`src/hw/rtl/bfs_pkg.sv`:
```
// ============================================================================
// bfs_pkg
// Shared types and codes for the streaming box mean filter.
// ============================================================================
package bfs_pkg;

  // configuration register indexes
  localparam logic [1:0] CFG_WIDTH  = 2'd0;
  localparam logic [1:0] CFG_HEIGHT = 2'd1;
  localparam logic [1:0] CFG_WINDOW = 2'd2;

  localparam int unsigned CFG_DATA_BITS = 13;

  // back end sequencer
  typedef enum logic [1:0] {
    B_IDLE,
    B_READ,
    B_WAIT,
    B_DIV
  } back_state_t;

  // front -> back task control
  typedef struct packed {
    logic valid;
    logic interior;
    logic last;
  } task_ctl_t;

  // back -> front status
  typedef struct packed {
    logic busy;
    logic out_full;
  } back_stat_t;

endpackage

```
`src/hw/rtl/bfs_front.sv`:
```
// ============================================================================
// bfs_front
// Config registers, raster position tracking, delay line writes and output
// scheduling; issues one task per due output pixel.
// ============================================================================
module bfs_front #(
  parameter int unsigned MAX_WIDTH  = 1024,
  parameter int unsigned MAX_WINDOW = 7,
  parameter int unsigned PIXEL_BITS = 8,
  localparam int unsigned CW  = $clog2(MAX_WIDTH),
  localparam int unsigned RSW = $clog2(MAX_WINDOW),
  localparam int unsigned KW  = $clog2(MAX_WINDOW + 1)
) (
  input  logic                               clk,
  input  logic                               rst_n,
  input  logic                               cfg_we,
  input  logic [1:0]                         cfg_index,
  input  logic [bfs_pkg::CFG_DATA_BITS-1:0]  cfg_wdata,
  input  logic                               in_push,
  output logic                               in_full,
  input  logic                               in_operation,
  input  logic [PIXEL_BITS-1:0]              in_pixel,
  output logic                               wr_en,
  output logic [RSW+CW-1:0]                  wr_addr,
  output logic [PIXEL_BITS-1:0]              wr_data,
  output bfs_pkg::task_ctl_t                 task_ctl,
  output logic [RSW-1:0]                     task_rslot,
  output logic [CW-1:0]                      task_col,
  output logic [KW-1:0]                      task_k,
  input  logic                               task_take,
  input  bfs_pkg::back_stat_t                stat
);

  logic [10:0] width_r;
  logic [12:0] height_r;
  logic [2:0]  window_r;

  logic [10:0]   w_eff;
  logic [12:0]   h_eff;
  logic [KW-1:0] k_eff, hk, m, d;
  logic [23:0]   total, delay;

  logic [23:0]    in_pos_r, in_pos_nxt, out_pos_r, out_pos_nxt, in_pos_inc;
  logic [10:0]    in_col_r, in_col_nxt, out_col_r, out_col_nxt;
  logic [12:0]    out_row_r, out_row_nxt;
  logic [RSW-1:0] in_rs_r, in_rs_nxt, out_rs_r, out_rs_nxt;

  bfs_pkg::task_ctl_t task_r, task_nxt;
  logic [RSW-1:0] t_rs_r;
  logic [CW-1:0]  t_col_r;
  logic [KW-1:0]  t_k_r;

  logic acc, in_fire, emit, last, interior;

  always_comb begin
    if (width_r == 11'd0) begin
      w_eff = 11'd1;
    end else if (32'(width_r) > MAX_WIDTH) begin
      w_eff = 11'(MAX_WIDTH);
    end else begin
      w_eff = width_r;
    end
    h_eff = (height_r == 13'd0) ? 13'd1 : height_r;
    if (window_r == 3'd0) begin
      k_eff = KW'(1);
    end else if (32'(window_r) > MAX_WINDOW) begin
      k_eff = KW'(MAX_WINDOW);
    end else begin
      k_eff = KW'(window_r);
    end
  end

  assign hk    = k_eff >> 1;
  assign m     = KW'((KW+1)'(k_eff) + (KW+1)'(1) >> 1);
  assign d     = k_eff - KW'(1) - hk;
  assign total = 24'(w_eff) * 24'(h_eff);
  assign delay = 24'(d) * (24'(w_eff) + 24'd1);

  assign interior = !((14'(out_row_r) < 14'(m)) ||
                      (14'(out_row_r) + 14'(m) >= 14'(h_eff)) ||
                      (12'(out_col_r) < 12'(m)) ||
                      (12'(out_col_r) + 12'(m) >= 12'(w_eff)));

  assign in_full    = task_r.valid | stat.busy | stat.out_full;
  assign acc        = in_push & ~in_full;
  assign in_fire    = acc & ~in_operation & (in_pos_r < total);
  assign in_pos_inc = in_pos_r + 24'(in_fire);
  assign emit       = acc & (out_pos_r < total) &
                      ((in_pos_inc >= total) || (in_pos_inc - out_pos_r > delay));
  assign last       = (out_pos_r + 24'd1 == total);

  assign wr_en   = in_fire;
  assign wr_addr = {in_rs_r, CW'(in_col_r)};
  assign wr_data = in_pixel;

  always_comb begin
    in_pos_nxt  = in_pos_r;
    in_col_nxt  = in_col_r;
    in_rs_nxt   = in_rs_r;
    out_pos_nxt = out_pos_r;
    out_col_nxt = out_col_r;
    out_row_nxt = out_row_r;
    out_rs_nxt  = out_rs_r;
    task_nxt    = task_r;
    if (task_take) begin
      task_nxt.valid = 1'b0;
    end
    if (emit) begin
      task_nxt.valid    = 1'b1;
      task_nxt.interior = interior;
      task_nxt.last     = last;
    end
    if (cfg_we || (emit && last)) begin
      in_pos_nxt  = '0;
      in_col_nxt  = '0;
      in_rs_nxt   = '0;
      out_pos_nxt = '0;
      out_col_nxt = '0;
      out_row_nxt = '0;
      out_rs_nxt  = '0;
    end else begin
      if (in_fire) begin
        in_pos_nxt = in_pos_inc;
        if (in_col_r == w_eff - 11'd1) begin
          in_col_nxt = '0;
          in_rs_nxt  = (in_rs_r == RSW'(MAX_WINDOW - 1)) ? '0 : in_rs_r + RSW'(1);
        end else begin
          in_col_nxt = in_col_r + 11'd1;
        end
      end
      if (emit) begin
        out_pos_nxt = out_pos_r + 24'd1;
        if (out_col_r == w_eff - 11'd1) begin
          out_col_nxt = '0;
          out_row_nxt = out_row_r + 13'd1;
          out_rs_nxt  = (out_rs_r == RSW'(MAX_WINDOW - 1)) ? '0 : out_rs_r + RSW'(1);
        end else begin
          out_col_nxt = out_col_r + 11'd1;
        end
      end
    end
  end

  always_ff @(posedge clk) begin
    if (!rst_n) begin
      width_r   <= 11'd640;
      height_r  <= 13'd480;
      window_r  <= 3'd3;
      in_pos_r  <= '0;
      in_col_r  <= '0;
      in_rs_r   <= '0;
      out_pos_r <= '0;
      out_col_r <= '0;
      out_row_r <= '0;
      out_rs_r  <= '0;
      task_r    <= '0;
    end else begin
      if (cfg_we) begin
        case (cfg_index)
          bfs_pkg::CFG_WIDTH:  width_r  <= cfg_wdata[10:0];
          bfs_pkg::CFG_HEIGHT: height_r <= cfg_wdata[12:0];
          bfs_pkg::CFG_WINDOW: window_r <= cfg_wdata[2:0];
          default: ;
        endcase
      end
      in_pos_r  <= (cfg_we && cfg_index > bfs_pkg::CFG_WINDOW) ? in_pos_r  : in_pos_nxt;
      in_col_r  <= (cfg_we && cfg_index > bfs_pkg::CFG_WINDOW) ? in_col_r  : in_col_nxt;
      in_rs_r   <= (cfg_we && cfg_index > bfs_pkg::CFG_WINDOW) ? in_rs_r   : in_rs_nxt;
      out_pos_r <= (cfg_we && cfg_index > bfs_pkg::CFG_WINDOW) ? out_pos_r : out_pos_nxt;
      out_col_r <= (cfg_we && cfg_index > bfs_pkg::CFG_WINDOW) ? out_col_r : out_col_nxt;
      out_row_r <= (cfg_we && cfg_index > bfs_pkg::CFG_WINDOW) ? out_row_r : out_row_nxt;
      out_rs_r  <= (cfg_we && cfg_index > bfs_pkg::CFG_WINDOW) ? out_rs_r  : out_rs_nxt;
      task_r    <= task_nxt;
    end
  end

  always_ff @(posedge clk) begin
    if (emit) begin
      t_rs_r  <= out_rs_r;
      t_col_r <= CW'(out_col_r);
      t_k_r   <= k_eff;
    end
  end

  assign task_ctl   = task_r;
  assign task_rslot = t_rs_r;
  assign task_col   = t_col_r;
  assign task_k     = t_k_r;

endmodule

```
`config.mk`:
```
export PLATFORM = sky130hd
export DESIGN_NAME = bfs_front
export DESIGN_NICKNAME = d
export VERILOG_FILES = /design/src/hw/rtl/bfs_pkg.sv /design/src/hw/rtl/bfs_front.sv
export SDC_FILE = /design/constraint.sdc
export NUM_CORES = 1
export LEC_CHECK = 0
export BUFFER_PORTS_ARGS = -buffer_cell sky130_fd_sc_hd__buf_2
export CAP_MARGIN = 20
export CORE_MARGIN = 5
export CORE_UTILIZATION = 35
export CTS_CLUSTER_DIAMETER = 120
export DETAILED_ROUTE_END_ITERATION = 10
export GPL_TIMING_DRIVEN = 0
export PLACE_DENSITY = 0.53
export SYNTH_ARGS = -nofsm -noshare
export SYNTH_HDL_FRONTEND = slang
export SYNTH_SLANG_ARGS = --single-unit
```
`constraint.sdc`:
```
create_clock -name clk -period 15.1 [get_ports clk]
set_input_delay 1.51 -clock clk [delete_from_list [all_inputs] [get_ports clk]]
set_output_delay 1.51 -clock clk [all_outputs]
set_load 0.02 [all_outputs]
```
==> out/results.tsv, run 1 <==
metric	value	unit
run_status	finished clean	
place_congestion	0.945	
synth_compound_area_frac	0.174	
die_w	235	um
pin_count	73	
setup-violations-final	0	
r2r_end	out_col_r[4]	
routed_via_density	5.40	
finalWorstSetupSlack	0.580	ns
critical_path.most_common_cell	ha_1	
timing.rr.start	width_r[7]	
arrival	14.85	ns
p_leak	0.00886	uW
cp_max_fo	12	
clock-root-buffer	clkbuf_16	
area_delta_synth_final	12.2	%
p_total	1310	uW
cts.sinks	135	
fin_skew	0.0176	ns
synth_top_family_by_area	adder cells	
min_period	14.52	ns
h-tree-depth	4	
r2r_slack	0.58	ns
hold_violations	0	
insertedDiodeCount	0	
place_ws	-1.55	ns
via_count	16200	
antenna_found_initial	1	
drive_above_1_share	0.0951	
path_clk_slew	0.07	ns
grt_pass1_wl	89800	um
utilization	0.396	
hold_class	register to register	
synth_edf_count	16	
tightest_slew	1.08	ns
crit_required	15.43	ns
start_util	0.353	
pwr-share-comb	0.356	
r2r_cells	57	
max_cap_violations	0	
grtUsageTotal	0.205	
port_buffers	64	
ant_nets	0	
avgRoutedWirePerCell	19.6	um
grt_pass1_vias	15700	
synth_xor_area_frac	0.0881	
start_kind	register	
drtIter0Drc	1407	
crit_type	register to register	
yosys_warnings	0	
critPathSlowestCell	o311ai_0	
cp-end-kind	register	
cts_max_path_buffers	2	
power.internal	812	uW
worstSkewPairLatency	0.46	ns
synthCells	2212	
die_h	235	um
postCtsHoldBufs	0	
synth_ff_type	dfxtp_1	
layout.nets	2673	
grt_max_degree	17	
endpoint	out_col_r[4]	
drc	0	
ys_ff_latch	135	
synthAdderAreaFrac	0.282	
rows	82	
place_area	18900	sq um
holdWs	0.433	ns
switching_share	0.381	
cts_inserted_buffers	17	
max_clock_freq	68.9	MHz
min_period_over_period	0.962	
yosys.area_share.simple	0.207	
report.final.slew_viol_count	0	
clkPwrFrac	0.361	
slowest_delay	0.61	ns
slew_headroom	0.278	
finalWirelength	58900	um
pwr-share-seq	0.283	
grt_overflow	0	
ir_drop	0.0000664	V
first_pass_iters	7	
synth.distinct_cells	88	
net-switching-power	499	uW
die_area	55100	sq um
dp_hpwl	48200	um
fillCellCount	5229	
synthArstFlopShare	0	
cts_tree	built	
ys_seq_area_frac	0.162	
final_area	19800	sq um
synth_mux_area_frac	0.00750	
syn_area_per_cell	7.99	sq um
syn_area	17700	sq um
design.core.area	50100	sq um
p_per_area	66.1	nW/um^2
cp-startpoint	width_r[7]	
==> how the worst min path moves through the flow <==
stage,startpoint,endpoint,slack [ns],cells past startpoint
finish,out_col_r[6],task_col[6],0.43,0
global route,out_col_r[6],task_col[6],0.44,0
floorplan,out_col_r[5],task_col[5],0.41,0
detailed placement,out_col_r[6],task_col[6],0.42,0
global placement,out_col_r[6],task_col[6],0.41,0
CTS,out_col_r[6],task_col[6],0.44,0
==> sequential cells by signal, summed over array words and instances, names as in the netlist <==
name / count
task_ctl: 3
out_row_r: 13
window_r: 3
task_col: 10
in_rs_r: 3
out_rs_r: 3
task_rslot: 3
width_r: 11
in_pos_r: 24
task_k: 3
in_col_r: 11
height_r: 13
out_col_r: 11
out_pos_r: 24
==> stage by stage <==
stage	std cells	setup TNS, ns
3_3_place_gp	2949	-137.23
5_1_grt	2997	-0.0196
4_1_cts	2987	0
2_1_floorplan	2213	0
3_5_place_dp	2952	-133.44
6_report	2997	0
==> area by class of cell <==
type	instances	area, sq um	share of cell area
Multi-Input combinational cell	1734	13600	0.685
Sequential cell	135	2860	0.144
Inverter	236	902	0.0455
Tap cell	672	841	0.0424
Buffer	102	518	0.0261
Timing Repair Buffer	86	485	0.0245
Clock buffer	19	454	0.0229
Clock inverter	13	180	0.00908
==> synth_stat cells, drive strengths merged (42+ instances only) <==
master,instances,area [sq um]
clkbuf,65,244
nor3,52,260
nor2,190,713
nand3,62,310
nand4,42,278
xnor2,101,885
dfxtp,119,2380
xor2,63,559
a21o,43,323
nand2,251,942
ha,217,2720
o21ai,69,353
a21oi,136,684
buf,43,268
fa,113,2260
inv,227,852
==> placed cells by master, fill, tap and decap left out, types with 8 or more instances in the layout <==
cell type  netlist  routed
edfxtp_1        16      16
nor4_1          12       9
xnor2_1        101      96
nor3_1          52      50
a21oi_1        135     134
or3_1           29      29
fa_1           113     113
clkbuf_16        0      18
nand4_1         41      41
o31ai_1         10       9
a22o_1          18      18
inv_1          225     222
and3_1          20      20
or4_1           10      10
a21o_1          43      42
nor2b_1         23      22
o211ai_1        30      30
clkbuf_2         0       8
o21ai_0         66      65
buf_4           19      39
ha_1           217     217
o21bai_1        11      11
and2_1          11      11
a31oi_1         13      13
buf_2           16      78
xor2_1          62      61
nand2b_1        39      39
mux2i_1         11      11
nor2_1         190     190
a211oi_1        12      11
nand3_1         62      62
nand2_1        251     250
dfxtp_1        119     118
clkbuf_1        65      50
o21a_1          24      24
==> cell families after synthesis <==
group,after synthesis
AOI/OAI and AO/OA,449
xor gates and xnor gates,169
adders and majority gates,331
buffers and inverters,344
DFF,135
muxes,13
other,2
and+or+nand+nor,769
==> routing by layer <==
metal | wire length (um) | vias to the layer above | share of wire | global-route usage
li1 | - | 7803 | - | -
met1 | 27000 | 7874 | 0.46 | 0.282
met2 | 26700 | 440 | 0.45 | 0.324
met3 | 3730 | 74 | 0.063 | 0.0440
met4 | 1420 | 0 | 0.024 | 0.0614
met5 | 0 | - | 0 | 0.00866
==> critical path, delay by kind of cell, from the launching register on <==
kind / cells / cell delay [ns]
and+or+nand+nor: 15 / 3.46
AOI/OAI and AO/OA: 16 / 3.71
xor gates and xnor gates: 3 / 0.57
buffers and inverters: 14 / 3.11
DFF: 1 / 0.31
adders and majority gates: 9 / 3.18
==> repair_timing <==
action,4_1_cts,5_1_grt
pin swaps,2,7
hold endpoints to repair,0,0
buffers inserted,5,14
setup endpoints to repair,108,108
gates resized for setup,23,34
==> power groups by stage <==
stage	logic, uW	registers [uW]	clock network [uW]
after floorplan	309	376	0
after global placement	427	378	0
after detailed placement	436	378	0
after CTS	445	370	477
after global routing	520	371	490
final	466	371	474
Power figures use the tool's default switching activity.
==> inputs of run 2 (changes only) <==
--- a/config.mk
+++ b/config.mk
@@ -12,6 +12,7 @@
 export CTS_CLUSTER_DIAMETER = 120
 export DETAILED_ROUTE_END_ITERATION = 10
 export GPL_TIMING_DRIVEN = 0
+export MAX_ROUTING_LAYER = met4
 export PLACE_DENSITY = 0.53
 export SYNTH_ARGS = -nofsm -noshare
 export SYNTH_HDL_FRONTEND = slang
==> run 2 against run 1 <==
Against the previous run:
- register-to-register slack improved by 0.10 ns
- final area decreased by 0.71%
- non-clock buffer count decreased by 7
- hold slack about the same
- combinational power decreased by 1%
- wire length decreased by 0.71%
- clock power decreased by 9.7%
- core utilization decreased by 0.28 points
- power decreased by 3.7%
- critical path depth unchanged
- clock-buffer cell count decreased by 2
- fmax increased by 0.69%
==> out/results.tsv, run 2 (synthesis results as in run 1) <==
metric	value	unit
hold_class	register to register	
run_status	finished clean	
layout_commonest_cell	nand2_1	
cts_max_path_buffers	2	
die_w	235	um
path_clk_slew	0.07	ns
h-tree-depth	4	
place_inst	2952	
max_clock_freq	69.4	MHz
fin_skew	0.0151	ns
worstSkewPairLatency	0.46	ns
grtUsageTotal	0.210	
grt_overflow	0	
layout.nets	2666	
min_period_over_period	0.955	
die_area	55100	sq um
antenna_found_initial	0	
critical_path.most_common_cell	ha_1	
cp-startpoint	width_r[10]	
drc	0	
grt_pass1_vias	15400	
crit_required	15.46	ns
cts.sinks	135	
avgRoutedWirePerCell	19.5	um
hp-start	out_col_r[6]	
ir_drop	0.0000593	V
routed_via_density	5.40	
arrival	14.78	ns
rsz0062_at_grt	no	
via_count	16100	
r2r_slack	0.68	ns
crit_type	register to register	
dp_hpwl	48200	um
r2r_end	out_pos_r[4]	
p_leak	0.00878	uW
cp_max_fo	10	
final_cell_mix	nand2_1 (251), inv_1 (222), ha_1 (215)	
setup-violations-final	0	
slew_headroom	0.313	
timing.rr.start	width_r[10]	
cts_inserted_buffers	17	
grt_max_degree	17	
insertedDiodeCount	0	
critPathSlowestCell	fa_1	
tightest_slew	1.03	ns
die_h	235	um
drive_above_1_share	0.0936	
max_cap_violations	0	
clock-root-buffer	clkbuf_16	
p_total	1260	uW
reg.largest.list	in_pos_r (24), out_pos_r (24)	
design.core.area	50100	sq um
postCtsHoldBufs	0	
ant_nets	0	
cts_tree	built	
p_per_area	64.1	nW/um^2
min_period	14.42	ns
grt_pass1_wl	89600	um
cp-end-kind	register	
place_congestion	0.950	
port_buffers	64	
start_kind	register	
area_delta_synth_final	11.4	%
hold_violations	0	
hold_depth	0	
pin_count	73	
stdcell_count	2990	
finalWirelength	58400	um
start_util	0.353	
slowest_delay	0.57	ns
report.final.slew_viol_count	0	
r2r_cells	57	
rows	82	
first_pass_iters	8	
worstHoldEndpoint	task_col[6]	
drtIter0Drc	1298	
-- run 2: changes by cell type in the layout (fill, tap and decap cells not counted), moves of 3 or more --
cell and delta:
clkbuf_4 -3, buf_2 +4, buf_4 -3, clkbuf_1 -5
-- run 2: layer usage --
| metal | routed length [um] | vias to the layer above | GRT usage |
|---|---|---|---|
| met2 | 26300 | 431 | 0.324 |
| met1 | 27400 | 7857 | 0.292 |
| met3 | 3540 | 72 | 0.0328 |
| li1 | - | 7789 | - |
| met5 | 0 | - | - |
| met4 | 1170 | 0 | 0.0518 |
-- run 2: timing repair --
item                                    in CTS  in global routing
gates resized for setup                     25                 29
endpoints found under the setup margin     108                108
pin swaps                                    3                  3
buffers inserted                             8                  7
-- run 2: stage by stage --
step | setup TNS (ns) | hold WS (ns) | instance area (sq um) | setup slack, ns | util
final | 0 | 0.433 | 19700 | 0.681 | 0.393
after global routing | 0 | 0.447 | 19700 | 0.0131 | 0.393
after CTS | 0 | 0.435 | 19600 | 0.0217 | 0.391
after detailed placement | -131.48 | 0.419 | 18900 | -1.50 | 0.377
after global placement | -140.91 | 0.417 | 18800 | -1.64 | 0.376
after floorplan | 0 | 0.406 | 17700 | 2.59 | -
-- run 2: how the worst max path moves through the flow --
stage	slack, ns	end
5_1_grt	0.01	out_pos_r[5]
3_3_place_gp	-1.64	out_pos_r[20]
2_1_floorplan	2.59	in_pos_r[11]
6_report	0.68	out_pos_r[4]
3_5_place_dp	-1.50	in_pos_r[23]
4_1_cts	0.02	in_pos_r[22]
-- run 2: report_power, final --
| part | internal, uW | switching, uW |
|---|---|---|
| combinational | 167 | 294 |
| clock | 233 | 196 |
| sequential | 365 | 7.31 |
| total | 765 | 497 |
-- run 2: layout make-up --
cell class / count / area [sq um]
buffer: 99 / 503
clock buffer: 17 / 425
clock inverter: 15 / 161
fill: 5286 / 30400
inverter: 236 / 901
multi-input combinational: 1734 / 13600
sequential: 135 / 2870
tap: 672 / 841
timing repair buffer: 82 / 450
-- run 2: critical path: cells and delay by family (launching register included) --
family | cells | cell delay, ns
simple gates | 15 | 2.99
xor+xnor | 3 | 0.63
flops | 1 | 0.45
buf+inv | 12 | 2.17
compound gates | 16 | 3.57
fa+ha+maj | 11 | 4.46
==> inputs of run 3 (changes only) <==
--- a/config.mk
+++ b/config.mk
@@ -13,7 +13,6 @@
 export DETAILED_ROUTE_END_ITERATION = 10
 export GPL_TIMING_DRIVEN = 0
 export MAX_ROUTING_LAYER = met4
-export PLACE_DENSITY = 0.53
 export SYNTH_ARGS = -nofsm -noshare
 export SYNTH_HDL_FRONTEND = slang
 export SYNTH_SLANG_ARGS = --single-unit
==> run 3 against run 2 <==
Against the previous run:
- combinational power decreased by 0.9%
- final area hardly changed
- cell count about the same
- critical endpoint is now out_pos_r[20]
- die area unchanged
==> out/results.tsv, run 3 (synthesis results as in run 1) <==
metric	value	unit
p_per_area	63.4	nW/um^2
postCtsHoldBufs	0	
p_leak	0.00877	uW
layout_commonest_cell	nand2_1	
p_total	1250	uW
fillCellCount	5167	
die_area	55100	sq um
first_pass_iters	8	
avgRoutedWirePerCell	19.2	um
cts_max_path_buffers	2	
h-tree-depth	4	
critPathSlowestCell	fa_1	
fin_skew	0.0147	ns
max_clock_freq	69.5	MHz
arrival	14.69	ns
crit_required	15.41	ns
layout.nets	2668	
timing.rr.start	width_r[2]	
pin_count	73	
via_count	16300	
grt_max_degree	17	
min_period_over_period	0.952	
ant_nets	0	
finalWirelength	57400	um
die_w	235	um
grt_pass1_wl	88900	um
rsz0062_at_grt	no	
slew_headroom	0.281	
rows	82	
drc	0	
final_area	19700	sq um
hp-start	out_col_r[6]	
r2r_slack	0.72	ns
ir_drop	0.0000907	V
report.final.slew_viol_count	0	
start_util	0.353	
multiInputGateArea	13600	sq um
final_cell_mix	nand2_1 (251), inv_1 (222), ha_1 (217)	
cp-end-kind	register	
tightest_slew	1.08	ns
crit_type	register to register	
antenna_found_initial	0	
critical_path.most_common_cell	ha_1	
stdcell_count	2992	
path_clk_slew	0.07	ns
start_kind	register	
area_delta_synth_final	11.3	%
min_period	14.38	ns
hold_class	register to register	
die_h	235	um
drive_above_1_share	0.0927	
grt_overflow	0	
cts_inserted_buffers	17	
worstHoldEndpoint	task_col[6]	
port_buffers	64	
cp_max_fo	10	
grt_pass1_vias	15700	
setup-violations-final	0	
hold_depth	0	
seqCellArea	2870	sq um
place_congestion	0.954	
grtUsageTotal	0.207	
worstSkewPairLatency	0.45	ns
insertedDiodeCount	0	
reg.largest.list	in_pos_r (24), out_pos_r (24)	
clock-root-buffer	clkbuf_16	
r2r_cells	57	
design.core.area	50100	sq um
dp_hpwl	47600	um
holdWs	0.433	ns
cp_num_buf_inv	11	
utilization	0.393	
routed_via_density	5.43	
r2r_end	out_pos_r[20]	
place_inst	2952	
cts.sinks	135	
hold_violations	0	
place_area	18900	sq um
drtIter0Drc	1276	
cts_tree	built	
run_status	finished clean	
max_cap_violations	0	
slowest_delay	0.55	ns
cp_top_family	adder cells	
==> run 3: changes by cell type in the layout (fill, tap and decap cells not counted), moves of 2 or more <==
cell,before,now
clkbuf_1,45,50
inv_4,0,3
inv_8,1,4
clkbuf_2,8,6
clkinv_4,0,2
clkinv_8,2,0
clkinvlp_4,6,4
ha_1,215,217
ha_2,2,0
inv_6,7,5
==> run 3: what timing repair did <==
| item | CTS | global route |
|---|---|---|
| setup buffers | 5 | 8 |
| pin swaps | 2 | 6 |
| gates resized for setup | 20 | 35 |
| endpoints found under the hold margin | 0 | 0 |
| endpoints found under the setup margin | 108 | 108 |
| gates cloned | 0 | 0 |
==> run 3: per-layer routing <==
layer	track usage	share of wire	wire length (um)	vias to the layer above
li1	-	-	-	7803
met1	0.276	0.45	25900	7858
met2	0.335	0.47	26800	502
met3	0.0198	0.051	2930	97
met4	0.0618	0.032	1860	0
met5	-	0	0	-
==> run 3: worst max path at each step <==
stage	slack [ns]	end	cells after the start	start
floorplan	2.59	in_pos_r[11]	52	width_r[10]
global placement	-1.57	out_pos_r[20]	53	width_r[10]
detailed placement	-1.60	in_pos_r[23]	56	width_r[10]
CTS	0.06	in_pos_r[8]	58	height_r[5]
global route	0.01	out_pos_r[4]	57	width_r[2]
finish	0.72	out_pos_r[20]	57	width_r[2]
==> run 3: per-stage QoR <==
step | setup TNS (ns) | setup WS, ns
finish | 0 | 0.718
global route | 0 | 0.0106
CTS | 0 | 0.0625
detailed placement | -140.46 | -1.60
global placement | -135.24 | -1.57
floorplan | 0 | 2.59
==> run 3: cell type report <==
type | instances | area share
plain buffers | 103 | 0.0263
inverters | 236 | 0.0458
well taps | 672 | 0.0427
clock inverters | 14 | 0.00648
repair buffers | 80 | 0.0221
clock buffers | 18 | 0.0223
multi-input cells | 1734 | 0.689
flip-flops and latches | 135 | 0.146
==> run 3: worst register-to-register path, delay by kind of cell, from the launching register on <==
kind                     cells  cell delay (ns)
XOR/XNOR                     3             0.61
buffers and inverters       11             2.25
AND/OR/NAND/NOR             14             2.55
adder cells (fa/ha/maj)     11             4.37
AO/OA/AOI/OAI               18             3.98
flip-flops                   1             0.45
==> run 3: power breakdown <==
group / internal [uW] / leakage (uW) / switching [uW]
sequential: 365 / 0.00110 / 5.82
clock: 222 / 0.000277 / 198
combinational: 167 / 0.00740 / 291
total: 753 / 0.00877 / 495
